File: src/rtl/core/tbbc_pkg.sv
// ----------------------------------------------------------------------------
// Thermostat controller package
// Widths, state and event codes, register indexes and shared types.
// ----------------------------------------------------------------------------
`default_nettype none

package tbbc_pkg;

   // Temperature sample width (valid range 8 to 32).
   localparam int TempWidth     = 16;
   localparam int DeadbandWidth = 10;
   localparam int TickWidth     = 16;
   localparam int FaultWidth    = 8;
   localparam int ModeWidth     = 3;
   localparam int OpWidth       = 2;
   localparam int CsrIndexWidth = 3;
   localparam int CsrDataWidth  = (TempWidth > TickWidth) ? TempWidth : TickWidth;

   // Compare width: room for setpoint plus or minus deadband and reading deltas.
   localparam int CalcWidth =
      ((TempWidth > DeadbandWidth) ? TempWidth : DeadbandWidth) + 2;

   // Controller states, also driven out as the mode.
   localparam logic [ModeWidth-1:0] ST_WAIT       = 3'd0;
   localparam logic [ModeWidth-1:0] ST_CHECK      = 3'd1;
   localparam logic [ModeWidth-1:0] ST_COOL       = 3'd2;
   localparam logic [ModeWidth-1:0] ST_COOL_SENSE = 3'd3;
   localparam logic [ModeWidth-1:0] ST_HEAT       = 3'd4;
   localparam logic [ModeWidth-1:0] ST_HEAT_SENSE = 3'd5;

   // Event codes.
   localparam logic [OpWidth-1:0] EV_NONE  = 2'd0;
   localparam logic [OpWidth-1:0] EV_TICK  = 2'd1;
   localparam logic [OpWidth-1:0] EV_READY = 2'd2;
   localparam logic [OpWidth-1:0] EV_ENTRY = 2'd3;

   // Register indexes.
   localparam logic [CsrIndexWidth-1:0] CSR_SETPOINT    = 3'd0;
   localparam logic [CsrIndexWidth-1:0] CSR_DEADBAND    = 3'd1;
   localparam logic [CsrIndexWidth-1:0] CSR_DRIVE_TICKS = 3'd2;
   localparam logic [CsrIndexWidth-1:0] CSR_REST_TICKS  = 3'd3;
   localparam logic [CsrIndexWidth-1:0] CSR_ERROR_LIMIT = 3'd4;

   // Register reset values.
   localparam logic [TickWidth-1:0]  DRIVE_TICKS_RESET = 16'd10;
   localparam logic [TickWidth-1:0]  REST_TICKS_RESET  = 16'd5;
   localparam logic [FaultWidth-1:0] ERROR_LIMIT_RESET = 8'd5;
   localparam logic [FaultWidth-1:0] FAULT_MAX         = 8'hFF;

   // One event presented to the controller core.
   typedef struct packed {
      logic                        valid;
      logic [OpWidth-1:0]          operation;
      logic signed [TempWidth-1:0] temperature;
   } step_type;

   // One result word from the controller core.
   typedef struct packed {
      logic [ModeWidth-1:0] mode;
      logic                 request_measure;
      logic                 error_pulse;
   } result_type;

endpackage

`default_nettype wire

File: src/rtl/core/tbbc_ctrl.sv
// ----------------------------------------------------------------------------
// Thermostat controller core
// Holds configuration and control state; evaluates one valid event per cycle.
// ----------------------------------------------------------------------------
`default_nettype none

module tbbc_ctrl (
   input  wire                                      clock,
   input  wire                                      reset,
   input  wire                                      csr_write_enable,
   input  wire [tbbc_pkg::CsrIndexWidth-1:0]        csr_index,
   input  wire [tbbc_pkg::CsrDataWidth-1:0]         csr_wdata,
   input  tbbc_pkg::step_type                       step,
   output tbbc_pkg::result_type                     result
);

   // Configuration registers.
   logic signed [tbbc_pkg::TempWidth-1:0]  setpoint_ff;
   logic [tbbc_pkg::DeadbandWidth-1:0]     deadband_ff;
   logic [tbbc_pkg::TickWidth-1:0]         drive_ticks_ff;
   logic [tbbc_pkg::TickWidth-1:0]         rest_ticks_ff;
   logic [tbbc_pkg::FaultWidth-1:0]        error_limit_ff;

   // Control state.
   logic [tbbc_pkg::ModeWidth-1:0]         state_ff, state_in;
   logic [tbbc_pkg::TickWidth-1:0]         count_ff, count_in;
   logic signed [tbbc_pkg::TempWidth-1:0]  reading_ff, reading_in;
   logic [tbbc_pkg::FaultWidth-1:0]        fault_ff, fault_in;

   // Extended operands for the compares.
   logic signed [tbbc_pkg::CalcWidth-1:0]  sp_ext, db_ext, temp_ext, old_ext;
   logic signed [tbbc_pkg::CalcWidth-1:0]  band_hi, band_lo, delta;
   logic                                   above_band, below_band;
   logic                                   cool_effective, heat_effective;
   logic [tbbc_pkg::FaultWidth-1:0]        fault_inc;
   logic                                   request_measure, error_pulse;

   // Configuration writes; indexes beyond the list are ignored.
   always_ff @(posedge clock) begin
      if (reset) begin
         setpoint_ff    <= '0;
         deadband_ff    <= '0;
         drive_ticks_ff <= tbbc_pkg::DRIVE_TICKS_RESET;
         rest_ticks_ff  <= tbbc_pkg::REST_TICKS_RESET;
         error_limit_ff <= tbbc_pkg::ERROR_LIMIT_RESET;
      end else if (csr_write_enable) begin
         unique case (csr_index)
            tbbc_pkg::CSR_SETPOINT: begin
               setpoint_ff <= $signed(csr_wdata[tbbc_pkg::TempWidth-1:0]);
            end
            tbbc_pkg::CSR_DEADBAND: begin
               deadband_ff <= csr_wdata[tbbc_pkg::DeadbandWidth-1:0];
            end
            tbbc_pkg::CSR_DRIVE_TICKS: begin
               drive_ticks_ff <= csr_wdata[tbbc_pkg::TickWidth-1:0];
            end
            tbbc_pkg::CSR_REST_TICKS: begin
               rest_ticks_ff <= csr_wdata[tbbc_pkg::TickWidth-1:0];
            end
            tbbc_pkg::CSR_ERROR_LIMIT: begin
               error_limit_ff <= csr_wdata[tbbc_pkg::FaultWidth-1:0];
            end
            default: begin
            end
         endcase
      end
   end

   // Band limits and the change since the last reading.
   assign sp_ext   = $signed({{(tbbc_pkg::CalcWidth-tbbc_pkg::TempWidth){setpoint_ff[
                        tbbc_pkg::TempWidth-1]}}, setpoint_ff});
   assign db_ext   = $signed({{(tbbc_pkg::CalcWidth-tbbc_pkg::DeadbandWidth){1'b0}},
                        deadband_ff});
   assign temp_ext = $signed({{(tbbc_pkg::CalcWidth-tbbc_pkg::TempWidth){step.temperature[
                        tbbc_pkg::TempWidth-1]}}, step.temperature});
   assign old_ext  = $signed({{(tbbc_pkg::CalcWidth-tbbc_pkg::TempWidth){reading_ff[
                        tbbc_pkg::TempWidth-1]}}, reading_ff});
   assign band_hi  = sp_ext + db_ext;
   assign band_lo  = sp_ext - db_ext;
   assign delta    = temp_ext - old_ext;

   assign above_band     = temp_ext > band_hi;
   assign below_band     = temp_ext < band_lo;
   assign cool_effective = delta < -db_ext;
   assign heat_effective = delta > db_ext;
   assign fault_inc      = fault_ff + 1'b1;

   // Next state for the event at hand.
   always_comb begin
      state_in        = state_ff;
      count_in        = count_ff;
      reading_in      = reading_ff;
      fault_in        = fault_ff;
      request_measure = 1'b0;
      error_pulse     = 1'b0;
      unique case (state_ff)
         tbbc_pkg::ST_WAIT: begin
            // An expired rest period starts a measurement on any event.
            if (count_ff == '0) begin
               state_in        = tbbc_pkg::ST_CHECK;
               request_measure = 1'b1;
            end else if (step.operation == tbbc_pkg::EV_TICK) begin
               count_in = count_ff - 1'b1;
            end
         end
         tbbc_pkg::ST_CHECK: begin
            if (step.operation == tbbc_pkg::EV_READY) begin
               reading_in = step.temperature;
               if (above_band) begin
                  state_in = tbbc_pkg::ST_COOL;
                  count_in = drive_ticks_ff;
               end else if (below_band) begin
                  state_in = tbbc_pkg::ST_HEAT;
                  count_in = drive_ticks_ff;
               end else begin
                  state_in = tbbc_pkg::ST_WAIT;
                  count_in = rest_ticks_ff;
               end
            end
         end
         tbbc_pkg::ST_COOL, tbbc_pkg::ST_HEAT: begin
            if (step.operation == tbbc_pkg::EV_TICK) begin
               if (count_ff == '0) begin
                  state_in        = (state_ff == tbbc_pkg::ST_COOL) ?
                                    tbbc_pkg::ST_COOL_SENSE : tbbc_pkg::ST_HEAT_SENSE;
                  request_measure = 1'b1;
               end else begin
                  count_in = count_ff - 1'b1;
               end
            end
         end
         tbbc_pkg::ST_COOL_SENSE, tbbc_pkg::ST_HEAT_SENSE: begin
            if (step.operation == tbbc_pkg::EV_READY) begin
               reading_in = step.temperature;
               // Judge the drive period that just ended.
               if ((state_ff == tbbc_pkg::ST_COOL_SENSE) ? cool_effective
                                                         : heat_effective) begin
                  fault_in = '0;
               end else if (fault_ff != tbbc_pkg::FAULT_MAX) begin
                  fault_in    = fault_inc;
                  error_pulse = (fault_inc == error_limit_ff);
               end
               // Keep driving while still outside the band, otherwise recheck.
               if (state_ff == tbbc_pkg::ST_COOL_SENSE && above_band) begin
                  state_in = tbbc_pkg::ST_COOL;
                  count_in = drive_ticks_ff;
               end else if (state_ff == tbbc_pkg::ST_HEAT_SENSE && below_band) begin
                  state_in = tbbc_pkg::ST_HEAT;
                  count_in = drive_ticks_ff;
               end else begin
                  state_in        = tbbc_pkg::ST_CHECK;
                  request_measure = 1'b1;
               end
            end
         end
         default: begin
            state_in = tbbc_pkg::ST_WAIT;
         end
      endcase
   end

   // State advances only when an event is evaluated.
   always_ff @(posedge clock) begin
      if (reset) begin
         state_ff   <= tbbc_pkg::ST_WAIT;
         count_ff   <= '0;
         reading_ff <= '0;
         fault_ff   <= '0;
      end else if (step.valid) begin
         state_ff   <= state_in;
         count_ff   <= count_in;
         reading_ff <= reading_in;
         fault_ff   <= fault_in;
      end
   end

   assign result.mode            = state_in;
   assign result.request_measure = request_measure;
   assign result.error_pulse     = error_pulse;

endmodule

`default_nettype wire

File: src/rtl/core/thermostat_bang_bang_controller_unit.sv
// ----------------------------------------------------------------------------
// Bang-bang thermostat controller
// Six-state heat/cool controller driven by tick and measurement events.
// ----------------------------------------------------------------------------
// Usage:
//   Events enter on the req_ channel (operation, temperature) with valid and
//   ready; every accepted event yields exactly one word on the rsp_ channel
//   (mode, request_measure, error_pulse).
//   An event accepted at a clock edge is held in the input register and
//   evaluated against the control state once the output register is free;
//   its result is then loaded into the output register, where rsp_valid
//   rises.
//   Throughput is one event per cycle while rsp_ready stays high; the control
//   state is updated by a single compare-and-update pass, so back-to-back
//   events see the state left by the previous one.
//   When the receiver stalls, the result is held and one more event is
//   buffered in the input register; req_ready then drops until the result
//   is taken.
//   Reset clears both register stages and the control state, and loads the
//   default configuration. The csr_ port writes the registers; the user must
//   use it only while no event is in flight, which the block does not enforce.
// ----------------------------------------------------------------------------
`default_nettype none

module thermostat_bang_bang_controller_unit (
   input  wire                                      clock,
   input  wire                                      reset,
   input  wire                                      req_valid,
   output logic                                     req_ready,
   input  wire [tbbc_pkg::OpWidth-1:0]              req_operation,
   input  wire signed [tbbc_pkg::TempWidth-1:0]     req_temperature,
   output logic                                     rsp_valid,
   input  wire                                      rsp_ready,
   output logic [tbbc_pkg::ModeWidth-1:0]           rsp_mode,
   output logic                                     rsp_request_measure,
   output logic                                     rsp_error_pulse,
   input  wire                                      csr_write_enable,
   input  wire [tbbc_pkg::CsrIndexWidth-1:0]        csr_index,
   input  wire [tbbc_pkg::CsrDataWidth-1:0]         csr_wdata
);

   logic                                   in_valid_ff, in_valid_in;
   logic [tbbc_pkg::OpWidth-1:0]           in_op_ff;
   logic signed [tbbc_pkg::TempWidth-1:0]  in_temp_ff;
   logic                                   rsp_valid_ff, rsp_valid_in;
   tbbc_pkg::result_type                   rsp_word_ff;
   tbbc_pkg::step_type                     step;
   tbbc_pkg::result_type                   result;
   logic                                   out_free, fire, in_take;

   // Handshake control for the two register stages.
   assign out_free  = !rsp_valid_ff || rsp_ready;
   assign fire      = in_valid_ff && out_free;
   assign req_ready = !in_valid_ff || fire;
   assign in_take   = req_valid && req_ready;

   always_comb begin
      in_valid_in  = in_take ? 1'b1 : (fire ? 1'b0 : in_valid_ff);
      rsp_valid_in = fire ? 1'b1 : (rsp_ready ? 1'b0 : rsp_valid_ff);
   end

   // Input register.
   always_ff @(posedge clock) begin
      if (reset) begin
         in_valid_ff <= 1'b0;
      end else begin
         in_valid_ff <= in_valid_in;
      end
   end

   always_ff @(posedge clock) begin
      if (in_take) begin
         in_op_ff   <= req_operation;
         in_temp_ff <= req_temperature;
      end
   end

   // Controller core evaluates the buffered event when the output can take it.
   assign step.valid       = fire;
   assign step.operation   = in_op_ff;
   assign step.temperature = in_temp_ff;

   tbbc_ctrl u_ctrl (
      .clock            (clock),
      .reset            (reset),
      .csr_write_enable (csr_write_enable),
      .csr_index        (csr_index),
      .csr_wdata        (csr_wdata),
      .step             (step),
      .result           (result)
   );

   // Result register.
   always_ff @(posedge clock) begin
      if (reset) begin
         rsp_valid_ff <= 1'b0;
      end else begin
         rsp_valid_ff <= rsp_valid_in;
      end
   end

   always_ff @(posedge clock) begin
      if (fire) begin
         rsp_word_ff <= result;
      end
   end

   assign rsp_valid           = rsp_valid_ff;
   assign rsp_mode            = rsp_word_ff.mode;
   assign rsp_request_measure = rsp_word_ff.request_measure;
   assign rsp_error_pulse     = rsp_word_ff.error_pulse;

endmodule

`default_nettype wire

File: config.mk
export PLATFORM = sky130hd
export DESIGN_NAME = thermostat_bang_bang_controller_unit
export DESIGN_NICKNAME = d
export VERILOG_FILES = /design/src/rtl/core/tbbc_pkg.sv /design/src/rtl/core/tbbc_ctrl.sv /design/src/rtl/core/thermostat_bang_bang_controller_unit.sv
export SDC_FILE = /design/constraint.sdc
export NUM_CORES = 1
export LEC_CHECK = 0
export BUFFER_PORTS_ARGS = -buffer_cell sky130_fd_sc_hd__buf_2
export CELL_PAD_IN_SITES_DETAIL_PLACEMENT = 1
export CELL_PAD_IN_SITES_GLOBAL_PLACEMENT = 2
export CORE_AREA = 2 2 157 159
export CTS_BUF_LIST = sky130_fd_sc_hd__clkbuf_4 sky130_fd_sc_hd__clkbuf_8 sky130_fd_sc_hd__clkbuf_16
export CTS_CLUSTER_DIAMETER = 150
export DETAILED_ROUTE_END_ITERATION = 10
export DIE_AREA = 0 0 159 161
export GPL_ROUTABILITY_DRIVEN = 1
export GPL_TIMING_DRIVEN = 0
export MAX_ROUTING_LAYER = met4
export PLACE_DENSITY_LB_ADDON = 0.1
export RECOVER_POWER = 100
export SYNTH_ARGS = -nofsm -noshare
export SYNTH_HDL_FRONTEND = slang
export SYNTH_SLANG_ARGS = --single-unit
File: constraint.sdc
create_clock -name clock -period 13.7 [get_ports clock]
set_input_delay 4.11 -clock clock [delete_from_list [all_inputs] [get_ports clock]]
set_output_delay 4.11 -clock clock [all_outputs]
set_load 0.02 [all_outputs]
==> flow_summary.ini <==
[worst_setup_path]
slowest_delay_ns = 0.21
cp_data_required_time_ns = 9.59
cp_data_arrival_time_ns = 4.70
cp_max_fo = 4
cp-end-kind = output pin
cp_top_family = simple AND/OR/NAND/NOR gates
start_kind = input port
reg2reg_slack_ns = 8.27
cp_slowest_cell = nor2b_1
crit_chain = buf_2, nor2b_1, nand2_1, clkbuf_1
path_buf_inv = 2
critical_path_class = in2out

[sta]
drv_slew = 30
finalCritPeriodShare_pct = 64.3
worstMarginPinSlew_ns = 1.83
fmax_ghz = 0.113
hold_viol_final = 0
slew_headroom_pct = -23.3
fin_tns_setup_ns = 0
clock_skew_ns = 0.0190
fin_crit_ns = 8.81
setup_violations = 0
grt_setup_unrepaired = false

[logic_synthesis]
synth-main-ff-cell = dfxtp_1
synth_seq_area_share_pct = 31.8
synth_top_area_share_pct = 24.3
ys_top_cells_by_area = dfxtp_1 (24%), ha_1 (14%), nand2_1 (9.1%)
synth_top_area_cell = dfxtp_1
async_reset_ff_share_pct = 0
syn_avg_cell_area_um2 = 7.97
yosysMostFrequentCell = nand2_1
synth_edf_count = 23
yosysWarnings = 0
synth-seq-cells = 134
syn_inst = 1147
synth.distinct_cells = 70
syn-num-nets = 1291
syn_area_um2 = 9150
synth_common_cells = nand2_1 (222), a21oi_1 (142), dfxtp_1 (111)

[cells_and_area]
antenna_cells = 0
final_nets = 1357
area_growth_pct = 13.1
fin_area_um2 = 10300
drive_gt1_share_pct = 7.75

[drt]
via_per_inst = 5.20
drc = 0
wire_per_inst_um = 17.8
drtIter0Drc = 350
num_vias = 8058
finalWirelength_um = 27600
drtPass1Iterations = 4
ant_nets = 0

[floorplan]
num_io_pins = 49
die_x_um = 159
core_area_um2 = 24000
die_h_um = 161
dieArea_um2 = 25600
initial_core_util_pct = 38.2
std_cell_rows = 57

[cts]
cts_resized = 0
cts_buffer_depth = 2
cts.sinks = 134
clock_latency_ns = 0.44
cts_root_buffer = clkbuf_16
numCtsBuffers = 17
postCtsHoldBufs = 0
h-tree-depth = 4
cts_tree = done
clkTransAtPathRegs_ns = 0.07
post_cts_buffers = 0

[grt]
grtUsageTotal_pct = 22.8
overflow = 0
grt_max_degree = 19
grt_pass1_wl_um = 44900
grt_pass1_vias = 8596
antenna_found_initial = 0

[placement]
globalplace.congestion = 0.836
portBuffers = 47
dp_hpwl_um = 21900
dpl_cell_area_um2 = 9790

[pwr]
power_density_nw_per_um2 = 118
leakagePower_nw = 3.92
ir_drop_mv = 0.0532

[run_status]
status = complete, but fails checks
failed_checks = max-capacitance violations, max-slew violations

[hold_path]
min_path_type = reg2reg

[job]
maxCapViolations = 2
[stage by stage]
stage | hold slack, ns | util [%] | setup slack (ns) | power [mW] | std cells
3_5_place_dp | 0.449 | 40.8 | 4.91 | 0.743 | 1518
4_1_cts | 0.458 | 43.4 | 4.90 | 1.24 | 1550
5_1_grt | 0.476 | 43.2 | 4.79 | 1.29 | 1550
6_report | 0.457 | 43.2 | 4.89 | 1.22 | 1550
2_1_floorplan | 0.433 | - | 5.13 | 0.658 | 1147
3_3_place_gp | 0.444 | 40.8 | 4.90 | 0.738 | 1518
[power breakdown]
part | leakage [nW] | switching (mW) | internal, mW | total [mW]
Combinational | 2.49 | 0.176 | 0.121 | 0.297
Clock | 0.309 | 0.198 | 0.295 | 0.493
Sequential | 1.12 | 0.0146 | 0.417 | 0.431
Total | 3.92 | 0.389 | 0.832 | 1.22
[worst paths after layout]
path / from / to / cells past startpoint
min: u_ctrl.reading_ff[13]$_SDFFE_PP0P_ / u_ctrl.reading_ff[13]$_SDFFE_PP0P_ / 2
min reg2reg: u_ctrl.reading_ff[13]$_SDFFE_PP0P_ / u_ctrl.reading_ff[13]$_SDFFE_PP0P_ / 2
max reg2reg: u_ctrl.deadband_ff[2]$_SDFFE_PP0P_ / u_ctrl.count_ff[14]$_SDFFE_PP0P_ / 22
max: rsp_ready / req_ready / 4
[metal layers]
layer	track usage [%]	vias to the layer above	routed length (um)
li1	-	4151	-
met1	26.2	3824	12300
met2	42.1	54	14400
met3	3.00	29	478
met4	5.66	0	369
met5	-	-	0
[cell families after synthesis]
family / after synthesis / share of synthesized area (%)
xor+xnor: 71 / 6.80
mux: 17 / 2.09
compound gates: 279 / 18.9
buf+inv: 101 / 4.38
simple gates: 443 / 21.8
fa+ha+maj: 102 / 14.2
flops: 134 / 31.8
[cell type report]
| class | count | area [um2] |
|---|---|---|
| inverters | 52 | 195 |
| multi-input cells | 912 | 5780 |
| clock buffers | 21 | 485 |
| well taps | 324 | 405 |
| repair buffers | 47 | 224 |
| clock inverters | 11 | 134 |
| plain buffers | 49 | 205 |
| fillers | 2984 | 13600 |
| flip-flops and latches | 134 | 2910 |
[worst register-to-register path, delay by kind of cell, from the launching register on]
family	cells	cell delay [ns]
flops	1	0.45
fa+ha+maj	2	0.73
xor+xnor	1	0.20
mux	1	0.32
compound gates	11	2.57
simple gates	4	0.52
buf+inv	3	0.50
[cells in the final DEF, fill, tap and decap left out, types with 3 or more instances in the layout]
master,instances
nand2_1,222
nor2b_1,17
a21o_1,16
inv_6,5
dfxtp_1,111
ha_1,99
xor2_1,22
o21bai_1,6
nand4_1,12
xnor2_1,49
nand3b_1,3
and2_1,4
nand3_1,45
edfxtp_1,23
a211oi_2,3
a21oi_1,143
nor2_1,71
and3_1,6
fa_1,3
a31oi_1,6
o2111ai_1,3
or2_2,4
buf_1,3
a211oi_1,16
clkbuf_16,18
o21ai_1,5
nand2b_1,14
clkbuf_1,52
mux2_1,10
o21a_1,7
nor3_1,17
o31ai_1,3
buf_2,39
nor4_1,14
mux2_2,7
inv_1,52
o21ai_0,42
[sequential cells by signal, indices dropped and copies added (netlist names)]
signal                 flops
in_temp_ff                16
u_ctrl.count_ff           16
u_ctrl.drive_ticks_ff     16
u_ctrl.reading_ff         16
u_ctrl.rest_ticks_ff      16
u_ctrl.setpoint_ff        16
u_ctrl.deadband_ff        10
u_ctrl.error_limit_ff      8
u_ctrl.fault_ff            8
rsp_mode                   3
u_ctrl.state_ff            3
in_op_ff                   2
in_valid_ff                1
rsp_error_pulse            1
rsp_request_measure        1
rsp_valid                  1
Note: power is estimated with default switching activity, not from simulation.
